<file path="src/rtl/wdh_pkg.sv">
// Package of shared constants and types for the weighted distance histogram.
`timescale 1ns / 1ps
package wdh_pkg;
  localparam int BINS = 32;
  localparam int BIN_W = $clog2(BINS);
  localparam int DIV_CNT_W = (BIN_W > 1) ? $clog2(BIN_W) : 1;
  localparam logic [DIV_CNT_W-1:0] DIV_LAST = DIV_CNT_W'(BIN_W - 1);
  localparam int ACC_W = 48;
  localparam logic [ACC_W-1:0] SAT48 = {ACC_W{1'b1}};
  localparam logic [BIN_W-1:0] LAST_BIN = BIN_W'(BINS - 1);
  localparam logic [31:0] RANGE_LOW_RESET = 32'hFFFF0000;
  localparam logic [30:0] RANGE_HIGH_RESET = 31'h00010000;
  localparam logic REG_RANGE_LOW = 1'b0;
  localparam logic REG_RANGE_HIGH = 1'b1;
  localparam int QD = 4;

  typedef struct packed {
    logic [BIN_W-1:0] bin;
    logic [31:0] weight;
    logic last;
  } job_t;

  typedef enum logic [1:0] {
    F_IDLE, F_CLASS, F_DIV, F_EMIT
  } front_state_t;

  typedef enum logic [2:0] {
    S_ACC, S_DRAIN_RD, S_DIV, S_DIV_RUN, S_OUT
  } back_state_t;
endpackage

</file>
<file path="src/rtl/wdh_front.sv">
// Front part: path distance, side sign and bin selection for each placement.
`timescale 1ns / 1ps
module wdh_front import wdh_pkg::*; (
  input  logic clk,
  input  logic rst,
  input  logic in_valid,
  output logic in_ready,
  input  logic [31:0] proximal_len,
  input  logic [31:0] edge_len,
  input  logic [31:0] dist_primary,
  input  logic [31:0] dist_secondary,
  input  logic root_side,
  input  logic [31:0] weight,
  input  logic last_item,
  input  logic signed [31:0] range_low,
  input  logic [30:0] range_high,
  output logic job_valid,
  input  logic job_ready,
  output job_t job
);
  // Stage 1 registers position; stage 2 runs a serial bin divider.
  front_state_t state, state_next;
  logic signed [34:0] x;
  logic [31:0] w;
  logic l;
  logic [BIN_W-1:0] bin;
  logic [39:0] rem;
  logic [39:0] dvs;
  logic [DIV_CNT_W-1:0] cnt;
  logic signed [34:0] pd, sd, path_len, xn, lo, hi, off;

  assign pd = 35'(proximal_len) + 35'(dist_primary);
  assign sd = 35'(edge_len) - 35'(proximal_len) + 35'(dist_secondary);
  assign path_len = (pd < sd) ? pd : sd;
  assign xn = root_side ? path_len : -path_len;
  assign lo = 35'(range_low);
  assign hi = 35'(range_high);
  assign off = x - lo;

  always_comb begin
    state_next = state;
    case (state)
      F_IDLE: if (in_valid) state_next = F_CLASS;
      F_CLASS: state_next = (x < lo || x >= hi) ? F_EMIT : F_DIV;
      F_DIV: if (cnt == DIV_LAST) state_next = F_EMIT;
      F_EMIT: if (job_ready) state_next = F_IDLE;
      default: state_next = F_IDLE;
    endcase
  end

  always_comb begin
    in_ready = state == F_IDLE;
    job_valid = state == F_EMIT;
    job = '{bin: bin, weight: w, last: l};
  end

  always_ff @(posedge clk) begin
    if (rst) begin
      state <= F_IDLE;
    end else begin
      state <= state_next;
      case (state)
        F_IDLE: if (in_valid) begin
          x <= xn;
          w <= weight;
          l <= last_item;
        end
        F_CLASS: begin
          rem <= 40'(off) * 40'(BINS);
          dvs <= 40'(33'(hi - lo)) << (BIN_W - 1);
          bin <= (x < lo) ? '0 : LAST_BIN;
          cnt <= '0;
        end
        F_DIV: begin
          if (rem >= dvs) begin
            rem <= rem - dvs;
            bin <= BIN_W'({bin, 1'b1});
          end else begin
            bin <= BIN_W'({bin, 1'b0});
          end
          dvs <= dvs >> 1;
          cnt <= cnt + 1'b1;
        end
        default: ;
      endcase
    end
  end
endmodule

</file>
<file path="src/rtl/wdh_queue.sv">
// Short queue of classified placements between the front and back parts.
`timescale 1ns / 1ps
module wdh_queue import wdh_pkg::*; (
  input  logic clk,
  input  logic rst,
  input  logic wr_valid,
  output logic wr_ready,
  input  job_t wr_data,
  output logic rd_valid,
  input  logic rd_ready,
  output job_t rd_data
);
  job_t mem [QD];
  logic [$clog2(QD)-1:0] wp, rp;
  logic [$clog2(QD):0] cnt;
  assign wr_ready = cnt != ($clog2(QD)+1)'(QD);
  assign rd_valid = cnt != '0;
  assign rd_data = mem[rp];
  always_ff @(posedge clk) begin
    if (rst) begin
      wp <= '0;
      rp <= '0;
      cnt <= '0;
    end else begin
      if (wr_valid && wr_ready) begin
        mem[wp] <= wr_data;
        wp <= wp + 1'b1;
      end
      if (rd_valid && rd_ready) rp <= rp + 1'b1;
      cnt <= cnt + ($clog2(QD)+1)'(wr_valid && wr_ready) - ($clog2(QD)+1)'(rd_valid && rd_ready);
    end
  end
endmodule

</file>
<file path="src/rtl/wdh_back.sv">
// Back part: bin accumulation, total, and normalised emission.
`timescale 1ns / 1ps
module wdh_back import wdh_pkg::*; (
  input  logic clk,
  input  logic rst,
  input  logic job_valid,
  output logic job_ready,
  input  job_t job,
  output logic out_valid,
  input  logic out_ready,
  output logic [BIN_W-1:0] out_bin,
  output logic [16:0] out_frac,
  output logic out_zero,
  output logic out_last
);
  back_state_t state, state_next;
  logic [ACC_W-1:0] store [BINS];
  logic [ACC_W-1:0] total, num, rem, bin_v;
  logic [BIN_W-1:0] k;
  logic [16:0] q;
  logic [4:0] step;
  logic [ACC_W:0] sum_b, sum_t, trial;

  assign sum_b = {1'b0, store[job.bin]} + (ACC_W+1)'(job.weight);
  assign sum_t = {1'b0, total} + (ACC_W+1)'(job.weight);
  assign trial = {rem, num[ACC_W-1]} - {1'b0, total};
  assign job_ready = state == S_ACC;

  always_comb begin
    state_next = state;
    case (state)
      S_ACC: if (job_valid && job.last) state_next = S_DRAIN_RD;
      S_DRAIN_RD: state_next = S_DIV;
      S_DIV: state_next = S_DIV_RUN;
      S_DIV_RUN: if (step == 5'd16 || total == '0) state_next = S_OUT;
      S_OUT: if (out_valid && out_ready) state_next = (k == LAST_BIN) ? S_ACC : S_DRAIN_RD;
      default: state_next = S_ACC;
    endcase
  end

  always_comb begin
    out_valid = state == S_OUT;
    out_bin = k;
    out_frac = q;
    out_zero = total == '0;
    out_last = k == LAST_BIN;
  end

  always_ff @(posedge clk) begin
    if (rst) begin
      state <= S_ACC;
      total <= '0;
      k <= '0;
      for (int i = 0; i < BINS; i++) store[i] <= '0;
    end else begin
      state <= state_next;
      case (state)
        S_ACC: if (job_valid) begin
          store[job.bin] <= sum_b[ACC_W] ? SAT48 : sum_b[ACC_W-1:0];
          total <= sum_t[ACC_W] ? SAT48 : sum_t[ACC_W-1:0];
          k <= '0;
        end
        S_DRAIN_RD: bin_v <= store[k];
        S_DIV: begin
          // Restoring division of bin*65536 by total; bin <= total, so quotient fits 17 bits.
          rem <= '0;
          num <= bin_v;
          q <= '0;
          step <= '0;
        end
        S_DIV_RUN: begin
          step <= step + 1'b1;
          if (step == 5'd0) begin
            if (bin_v >= total && total != '0) begin
              q <= 17'd1;
              rem <= bin_v - total;
            end else rem <= bin_v;
          end else if (trial[ACC_W] == 1'b0 || rem[ACC_W-1]) begin
            rem <= trial[ACC_W-1:0];
            q <= {q[15:0], 1'b1};
          end else begin
            rem <= {rem[ACC_W-2:0], 1'b0};
            q <= {q[15:0], 1'b0};
          end
          num <= '0;
        end
        S_OUT: if (out_valid && out_ready) begin
          store[k] <= '0;
          k <= k + 1'b1;
          if (k == LAST_BIN) total <= '0;
        end
        default: ;
      endcase
    end
  end

`ifndef NO_ASSERTIONS
  a_frac: assert property (@(posedge clk) disable iff (rst)
    out_valid |-> out_frac <= 17'h10000) else $error("fraction above one");
  a_zero: assert property (@(posedge clk) disable iff (rst)
    (out_valid && out_zero) |-> out_frac == '0) else $error("zero total fraction");
  a_hold: assert property (@(posedge clk) disable iff (rst)
    (out_valid && !out_ready) |=> out_valid && $stable(out_bin)) else $error("output lost");
`endif
endmodule

</file>
<file path="src/rtl/weighted_distance_histogram.sv">
// Top level of the weighted distance histogram block.
`timescale 1ns / 1ps
// Accepts a new placement only after the previous one has left the front; a placement inside
// the range passes through the front's five-step serial bin divider, while one below or above
// the range skips it. A four-entry queue decouples the front from the accumulator, which takes
// one transfer per cycle while it is accumulating. After the last placement the back part emits
// 32 bins, each through its serial fraction divider (which ends early when the total is zero),
// and further placements stall once the queue is full.
module weighted_distance_histogram import wdh_pkg::*; (
  input  logic clk,
  input  logic rst,
  input  logic s_tvalid,
  output logic s_tready,
  // proximal_len, edge_len, dist_primary, dist_secondary, root_side, weight, pad
  input  logic [167:0] s_tdata,
  input  logic s_tlast,
  output logic m_tvalid,
  input  logic m_tready,
  // bin_number, bin_fraction, zero_total
  output logic [23:0] m_tdata,
  output logic m_tlast,
  input  logic cfg_we,
  input  logic cfg_index,
  input  logic [31:0] cfg_data
);
  logic signed [31:0] range_low;
  logic [30:0] range_high;
  logic fv, fr, bv, br;
  job_t fj, bj;
  logic [BIN_W-1:0] ob;
  logic [16:0] of;
  logic oz;

  always_ff @(posedge clk) begin
    if (rst) begin
      range_low <= RANGE_LOW_RESET;
      range_high <= RANGE_HIGH_RESET;
    end else if (cfg_we) begin
      if (cfg_index == REG_RANGE_LOW) range_low <= cfg_data;
      else if (cfg_index == REG_RANGE_HIGH) range_high <= cfg_data[30:0];
    end
  end

  wdh_front u_front (.clk, .rst, .in_valid(s_tvalid), .in_ready(s_tready),
    .proximal_len(s_tdata[31:0]), .edge_len(s_tdata[63:32]),
    .dist_primary(s_tdata[95:64]), .dist_secondary(s_tdata[127:96]),
    .root_side(s_tdata[128]), .weight(s_tdata[160:129]), .last_item(s_tlast),
    .range_low, .range_high, .job_valid(fv), .job_ready(fr), .job(fj));
  wdh_queue u_queue (.clk, .rst, .wr_valid(fv), .wr_ready(fr), .wr_data(fj),
    .rd_valid(bv), .rd_ready(br), .rd_data(bj));
  wdh_back u_back (.clk, .rst, .job_valid(bv), .job_ready(br), .job(bj),
    .out_valid(m_tvalid), .out_ready(m_tready), .out_bin(ob), .out_frac(of),
    .out_zero(oz), .out_last(m_tlast));
  assign m_tdata = {oz, of, 6'(ob)};
endmodule
</file>
<file path="config.mk">
export PLATFORM = sky130hd
export DESIGN_NAME = weighted_distance_histogram
export DESIGN_NICKNAME = d
export VERILOG_FILES = /design/src/rtl/wdh_pkg.sv /design/src/rtl/wdh_front.sv /design/src/rtl/wdh_queue.sv /design/src/rtl/wdh_back.sv /design/src/rtl/weighted_distance_histogram.sv
export SDC_FILE = /design/constraint.sdc
export NUM_CORES = 2
export LEC_CHECK = 0
export ABC_AREA = 0
export ABC_CLOCK_PERIOD_IN_PS = 26500
export BUFFER_PORTS_ARGS = -buffer_cell sky130_fd_sc_hd__buf_2
export CORE_UTILIZATION = 35
export CTS_CLUSTER_DIAMETER = 60
export DETAILED_ROUTE_END_ITERATION = 8
export GPL_ROUTABILITY_DRIVEN = 1
export PLACE_DENSITY = 0.55
export SYNTH_ARGS = -nofsm -noshare
export SYNTH_HDL_FRONTEND = slang
export SYNTH_SLANG_ARGS = --single-unit
</file>
<file path="constraint.sdc">
create_clock -name clk -period 26.5 [get_ports clk]
set_clock_uncertainty 0.05 [all_clocks]
set_input_delay 2.65 -clock clk [delete_from_list [all_inputs] [get_ports clk]]
set_output_delay 2.65 -clock clk [all_outputs]
set_load 0.005 [all_outputs]
</file>
; ---- Yosys cells after proc, flatten, opt, wreduce, memory -nomap -nowiden
; Memories as Yosys holds them, arrays and structs flattened. A register that Yosys moved wholly into a read port is not among the register bits.
; Cells that the tools add are included.
[classes]
addsub = 18
n_lt_le_gt_ge = 5
eq_ne = 21
n_mux = 59
bitwise_logic = 3
reduce_logical = 31
[op_table]
columns = cell, n
row1 = $mux 48, 10
row2 = $pmux 48 s2, 3
row3 = $pmux 40 s2, 2
row4 = $add 48x32->49, 2
row5 = $reduce_or 48->1, 2
row6 = $mux 35, 2
row7 = $sub 32x32->33, 2
row8 = $sub 49x48->49, 1
row9 = $ge 48x48->1, 1
row10 = $logic_not 48->1, 1
row11 = $reduce_bool 48->1, 1
row12 = $sub 48x48->48, 1
row13 = $ge 40x40->1, 1
row14 = $mux 40, 1
row15 = $sub 40x40->40, 1
row16 = $add 35x32->35, 1
row17 = $ge 35x32->1, 1
row18 = $lt 35x32->1, 1
row19 = $lt 35x35->1, 1
row20 = $neg 35->35, 1
row21 = $sub 35x32->35, 1
row22 = $mux 17, 2
row23 = $pmux 17 s2, 1
row24 = $add 32x32->33, 1
row25 = other kinds (33), 96
[totals]
register_bits = 402
ramBits = 1688
inputBits = 207
out_inout_bits = 27
word_cells = 159
n_memories = 2
[memory_table]
columns = name, depth, word_bits, read_ports, rd_clocked_by_memory_dff, write_ports, line_no
row1 = u_back.store, 32, 48, 2, 1, 32, wdh_back.sv:17  ; logic [ACC_W-1:0] store [BINS];
row2 = u_queue.mem, 4, 38, 1, 1, 1, wdh_queue.sv:13  ; job_t mem [QD];

; ---- Logic depth before layout (Yosys ltp)
[logic_depth]
depth_word = 8
depth_mapped = 49
mapped_depth_nobuf = 48

; ---- By module
; From an unflattened synthesis, not the netlist that was laid out.
[unflattened]
cells_unflattened = 9997
area_unflattened_um2 = 123253.2
[modules_own_cells]
columns = mod, instances, cells_per_inst, area_per_inst_um2, seq_area_each_um2
row1 = wdh_back, 1, 7093, 94753.4, 50818.7
row2 = wdh_front, 1, 2397, 19869.1, 4724.5
row3 = wdh_queue, 1, 246, 5944.5, 4744.6
row4 = weighted_distance_histogram, 1, 261, 2686.3, 1261.2

; ---- Least setup slack after synthesis
; OpenSTA, ideal clock, no wires.
[synth_timing]
path_kind = in2reg
from = input s_tdata[2]
to = register u_front.x[34], data pin
setup_ns = 0.265
arrival_time_ns = 10.999
required_time_ns = 26.185
setup_slack_ns = 15.186
stages = 38
path_buffers = 1
cell_sequence = inv_1 ha_1 nor2b_1 o31a_1 o41a_1 a311o_1 a31o_2 a21o_1 a21oi_1 xnor2_1 ha_1 a21oi_1 o21ai_0 o211a_1 o21ai_0 o21ai_0 xnor2_1 ha_1 (+2 left out) a2111oi_0 a221oi_1 o21ai_0 nor2_1 a211o_1 ha_1 clkbuf_1 mux2i_1 ha_1 nand2_1 or4_1 o31ai_1 nand4b_1 nor4b_1 nand2_1 nor2_1 a41oi_1 xor2_1
[synth_via]
elab_chain_cells = 6
elab_cells_between_ends = 7
cone_classes = add/sub: 4 / order compare: 1 / mux: 2
[synth_lines]
columns = element, line_no
row1 = "start, declared", weighted_distance_histogram.sv:15  ; input logic [167:0] s_tdata,
row2 = $sub 32x32->33, wdh_front.sv:33  ; assign sd = 35'(edge_len) - 35'(proximal_len) + 35'(dist_secondary);
row3 = $add 35x32->35, wdh_front.sv:33
row4 = $lt 35x35->1, wdh_front.sv:34  ; assign path_len = (pd < sd) ? pd : sd;
row5 = $mux 35 *, wdh_front.sv:34
row6 = $neg 35->35, wdh_front.sv:35  ; assign xn = root_side ? path_len : -path_len;
row7 = $mux 35 *, wdh_front.sv:35
row8 = net u_front.xn[34], wdh_front.sv:30  ; logic signed [34:0] pd, sd, path_len, xn, lo, hi, off;
row9 = "end signal, assigned", wdh_front.sv:64  ; x <= xn;
row10 = "end, declared", wdh_front.sv:23  ; logic signed [34:0] x;
; The timed path passes the listed nets; every way through them passes the cells marked *.
; A chain may end at the register's enable or synchronous reset.

; ---- Worst setup path in the final report
[layout_timing]
from = input s_tdata[32]
to = register u_front.x[34], data pin
[layout_via]
elab_chain_cells = 6
[layout_lines]
columns = element, line_no
row1 = $sub 32x32->33 *, wdh_front.sv:33
row2 = $add 35x32->35 *, wdh_front.sv:33
row3 = $lt 35x35->1, wdh_front.sv:34
row4 = $mux 35 *, wdh_front.sv:34
row5 = $neg 35->35, wdh_front.sv:35
row6 = $mux 35 *, wdh_front.sv:35
row7 = net u_front.xn[34], wdh_front.sv:30
; Marked as above.

==> flow_summary.json <==
{
  "post_synth_and_or_nand_nor_area_fraction_pct": 11.8,
  "synth-seq-area-share_pct": 50.4,
  "cpMostUsedCell": "sky130_fd_sc_hd__ha_1",
  "grt_antenna_before_repair": 48,
  "grt_setup_unrepaired": "no",
  "placement.io_buffers": 225,
  "clk_root_buffer_cell": "sky130_fd_sc_hd__clkbuf_16",
  "wl_per_cell_um": 28.7,
  "synthToLayoutAreaGrowth_pct": 10.8,
  "worstRegToRegCells": 24,
  "dieWidth_um": 593,
  "synth_xor_xnor_area_share_pct": 2.55,
  "comb_power_share_pct": 45.3,
  "cp_max_fo": 57,
  "maxCapViolations": 0,
  "crit_type": "primary input to register",
  "top_level_pins": 234,
  "reg2reg_slack_ns": 15.57,
  "startpoint_kind_of_the_worst_setup_timing_path": "primary input",
  "cpMaxStageDelayCell": "sky130_fd_sc_hd__a2111oi_0",
  "place.gp.congestion": 0.919,
  "synth.mux.area_fraction_pct": 17.8,
  "slew_violations": 0,
  "hold_viol_final": 0,
  "grt_pass1_wl_mm": 604,
  "power.density_cell_area_nw_per_um2": 100,
  "cts-hold-fix-buffers": 0,
  "finalSetupViolations": 0,
  "detail-route-antenna-nets": 0,
  "power_leakage_uw": 0.0490,
  "number_of_sinks_driven_by_the_clock_tree": 2093,
  "layoutNonFillerInstCount": 14858,
  "r2r-end": "u_back.store[12][44]$_SDFFCE_PN0P_",
  "synth_seq_cells": 2093,
  "slew_headroom_pct": 3.55,
  "dp_hpwl_mm": 276,
  "slew_of_the_pin_with_the_lowest_slew_margin_ns": 1.44,
  "fp.dieArea_sq_um": 352000,
  "drc": 0,
  "synth_cell_types": 96,
  "p_int_uw": 7760,
  "switching_power_as_a_share_of_total_power_pct": 42.7,
  "cts.repair.resized": 0,
  "clk_path_buf_depth": 4,
  "fin_nets": 10748,
  "synthesis.area_sq_um": 122000,
  "timing.hold.worst.class": "register to register",
  "clock_insertion_delay_worst_skew_ns": 0.96,
  "design.core.area_sq_um": 347000,
  "maxClockFrequency_ghz": 0.0741,
  "final.period_utilization_pct": 51.0,
  "seq_power_share_pct": 30.5,
  "synth_enable_flop_cells": 1963,
  "dpl.cell_count": 14434,
  "first_global_vias": 86332,
  "syn_avg_cell_area_sq_um": 12.0,
  "tritoncts.num_buffers": 225,
  "totalNegativeSetupSlack_ns": 0,
  "worst_setup_path_end_kind": "register",
  "irDropWorstVdd_uv": 129,
  "finalCriticalPeriod_ns": 13.50,
  "clock_network_fraction_of_design_power_pct": 24.2,
  "min_path_cells": 2,
  "global_route.usage.total_pct": 23.5,
  "status": "complete, no violations",
  "initial_core_utilization_pct": 35.2,
  "detail_route.iter0.violations": 10837,
  "row_count": 216,
  "cts.clk_slew.worst_paths_ns": 0.06,
  "hp-start": "range_low[9]$_SDFFE_PP0P_",
  "critPathMaxStageDelay_ns": 0.86,
  "ys_warn_count": 0,
  "finalWirelength_mm": 427,
  "synth-main-ff-cell": "sky130_fd_sc_hd__edfxtp_1",
  "crit_path_arrival_time_ns": 14.05,
  "largest_net_degree_at_the_start_of_global_routing": 107,
  "largest_family_of_logic_cells_by_synthesized_area": "multiplexers",
  "drt_first_pass_iters": 6,
  "synth_area_in_adders_pct": 4.75,
  "final_core_util_pct": 39.0,
  "mostFrequentLayoutCell": "sky130_fd_sc_hd__edfxtp_1",
  "p_sw_uw": 5790,
  "syn-instance-count": 10142,
  "crit_required_ns": 27.04,
  "cts_setup_buffers": 0,
  "fp.dieH_um": 593,
  "total_gr_overflow": 0,
  "ctsHtreeMaxLevel": 4,
  "min_delay_worst_endpoint": "range_low[9]$_SDFFE_PP0P_",
  "via_per_inst": 5.96,
  "most_frequent_cells_in_the_layout": "sky130_fd_sc_hd__edfxtp_1 (1963), sky130_fd_sc_hd__nor2_1 (1858), sky130_fd_sc_hd__mux4_2 (865), sky130_fd_sc_hd__nand2_1 (784), sky130_fd_sc_hd__a21oi_1 (553)",
  "synth_async_sr_flop_share_pct": 0,
  "synth_compound_gate_area_share_pct": 8.99,
  "via_count": 88588,
  "tritoncts": "built",
  "layout-drive-gt1-share_pct": 18.1,
  "mappedNetlistNets": 10806
}
metal layers:
layer | wire [um] | track usage, % | vias to the layer above
met5 | 69 | 0 | -
met4 | 14600 | 7.83 | 10
met3 | 44600 | 5.05 | 783
met2 | 196000 | 37.5 | 4850
met1 | 172000 | 31.9 | 45054
li1 | - | - | 37891
registers in the layout (all words and copies together) (netlist names), 35 cells and up, named ones only:
name,cells
u_queue.mem,152
u_back.store,1536
u_front.dvs,40
u_front.x,35
u_front.rem,40
u_back.bin_v,48
u_back.total,48
u_back.rem,48
metrics by stage:
| step | hold WS (ns) | setup WS [ns] | power [uW] | instance area (sq um) |
|---|---|---|---|---|
| final | 0.408 | 13.00 | 13500 | 135000 |
| after global routing | 0.430 | 12.20 | 14200 | 135000 |
| after CTS | 0.409 | 12.92 | 13500 | 135000 |
| after detailed placement | 0.401 | 12.05 | 10200 | 128000 |
| after global placement | 0.397 | 12.23 | 10100 | 128000 |
| after floorplan | 0.386 | 15.19 | 8630 | 122000 |
critical path: cells and delay by family:
kind / cells / cell delay (ns)
XOR/XNOR: 3 / 0.79
AO/OA/AOI/OAI: 16 / 5.76
multiplexers: 1 / 0.39
adder cells (fa/ha/maj): 6 / 1.72
buffers and inverters: 3 / 0.63
AND/OR/NAND/NOR: 9 / 2.04
kinds of logic (layout without fill, tap and decap cells):
kind of cell | count (synthesis) | after routing
compound gates | 1715 | 1715
buf+inv | 1036 | 1159
mux | 1080 | 1080
xor+xnor | 356 | 356
other cells | 1 | 16
simple gates | 3404 | 3404
flops | 2093 | 2093
fa+ha+maj | 457 | 457
worst max-delay path by stage:
stage	from	endpoint	slack, ns
final	s_tdata[32]	u_front.x[34]$_DFFE_PP_	13.00
after global routing	s_tdata[32]	u_front.x[34]$_DFFE_PP_	12.20
after CTS	s_tdata[32]	u_front.x[34]$_DFFE_PP_	12.92
after detailed placement	s_tdata[32]	u_front.x[34]$_DFFE_PP_	12.05
after global placement	s_tdata[32]	u_front.x[34]$_DFFE_PP_	12.23
after floorplan	s_tdata[2]	u_front.x[34]$_DFFE_PP_	15.19
cell usage after synthesis (63+ instances only):
cell | n | area share (%)
sky130_fd_sc_hd__xnor2_1 | 221 | 1.6
sky130_fd_sc_hd__nand3_1 | 223 | 0.91
sky130_fd_sc_hd__ha_1 | 446 | 4.6
sky130_fd_sc_hd__mux4_2 | 870 | 16
sky130_fd_sc_hd__mux2i_1 | 149 | 1.2
sky130_fd_sc_hd__a21o_1 | 218 | 1.3
sky130_fd_sc_hd__buf_2 | 80 | 0.33
sky130_fd_sc_hd__nor3_1 | 76 | 0.31
sky130_fd_sc_hd__buf_1 | 81 | 0.25
sky130_fd_sc_hd__dfxtp_1 | 130 | 2.1
sky130_fd_sc_hd__nand2_1 | 784 | 2.4
sky130_fd_sc_hd__nor2_1 | 1862 | 5.7
sky130_fd_sc_hd__a21oi_1 | 553 | 2.3
sky130_fd_sc_hd__buf_4 | 86 | 0.53
sky130_fd_sc_hd__o21a_1 | 63 | 0.39
sky130_fd_sc_hd__and3_1 | 77 | 0.39
sky130_fd_sc_hd__clkbuf_1 | 458 | 1.4
sky130_fd_sc_hd__nor2b_1 | 64 | 0.33
sky130_fd_sc_hd__inv_1 | 307 | 0.94
sky130_fd_sc_hd__o21ai_0 | 353 | 1.4
sky130_fd_sc_hd__edfxtp_1 | 1963 | 48
sky130_fd_sc_hd__nand2b_1 | 101 | 0.52
sky130_fd_sc_hd__a211oi_1 | 74 | 0.45
sky130_fd_sc_hd__xor2_1 | 135 | 0.97
sky130_fd_sc_hd__a31oi_1 | 66 | 0.34
power groups by stage:
stage / logic, uW / clock network (uW) / registers [uW]
2_1_floorplan: 4510 / 0 / 4130
3_3_place_gp: 5900 / 0 / 4180
3_5_place_dp: 5980 / 0 / 4200
4_1_cts: 6010 / 3320 / 4130
5_1_grt: 6570 / 3420 / 4160
6_report: 6130 / 3280 / 4140
final cells by class:
type                       count  area, sq um
sequential                  2093        61600
timing repair buffer         442         2820
tap                         4578         5730
antenna                       15         37.5
fill                       32957       211000
clock buffer                 270         5880
multi-input combinational   7013        56600
clock inverter               138         1590
inverter                     309         1160
Power figures use the tool's default switching activity.
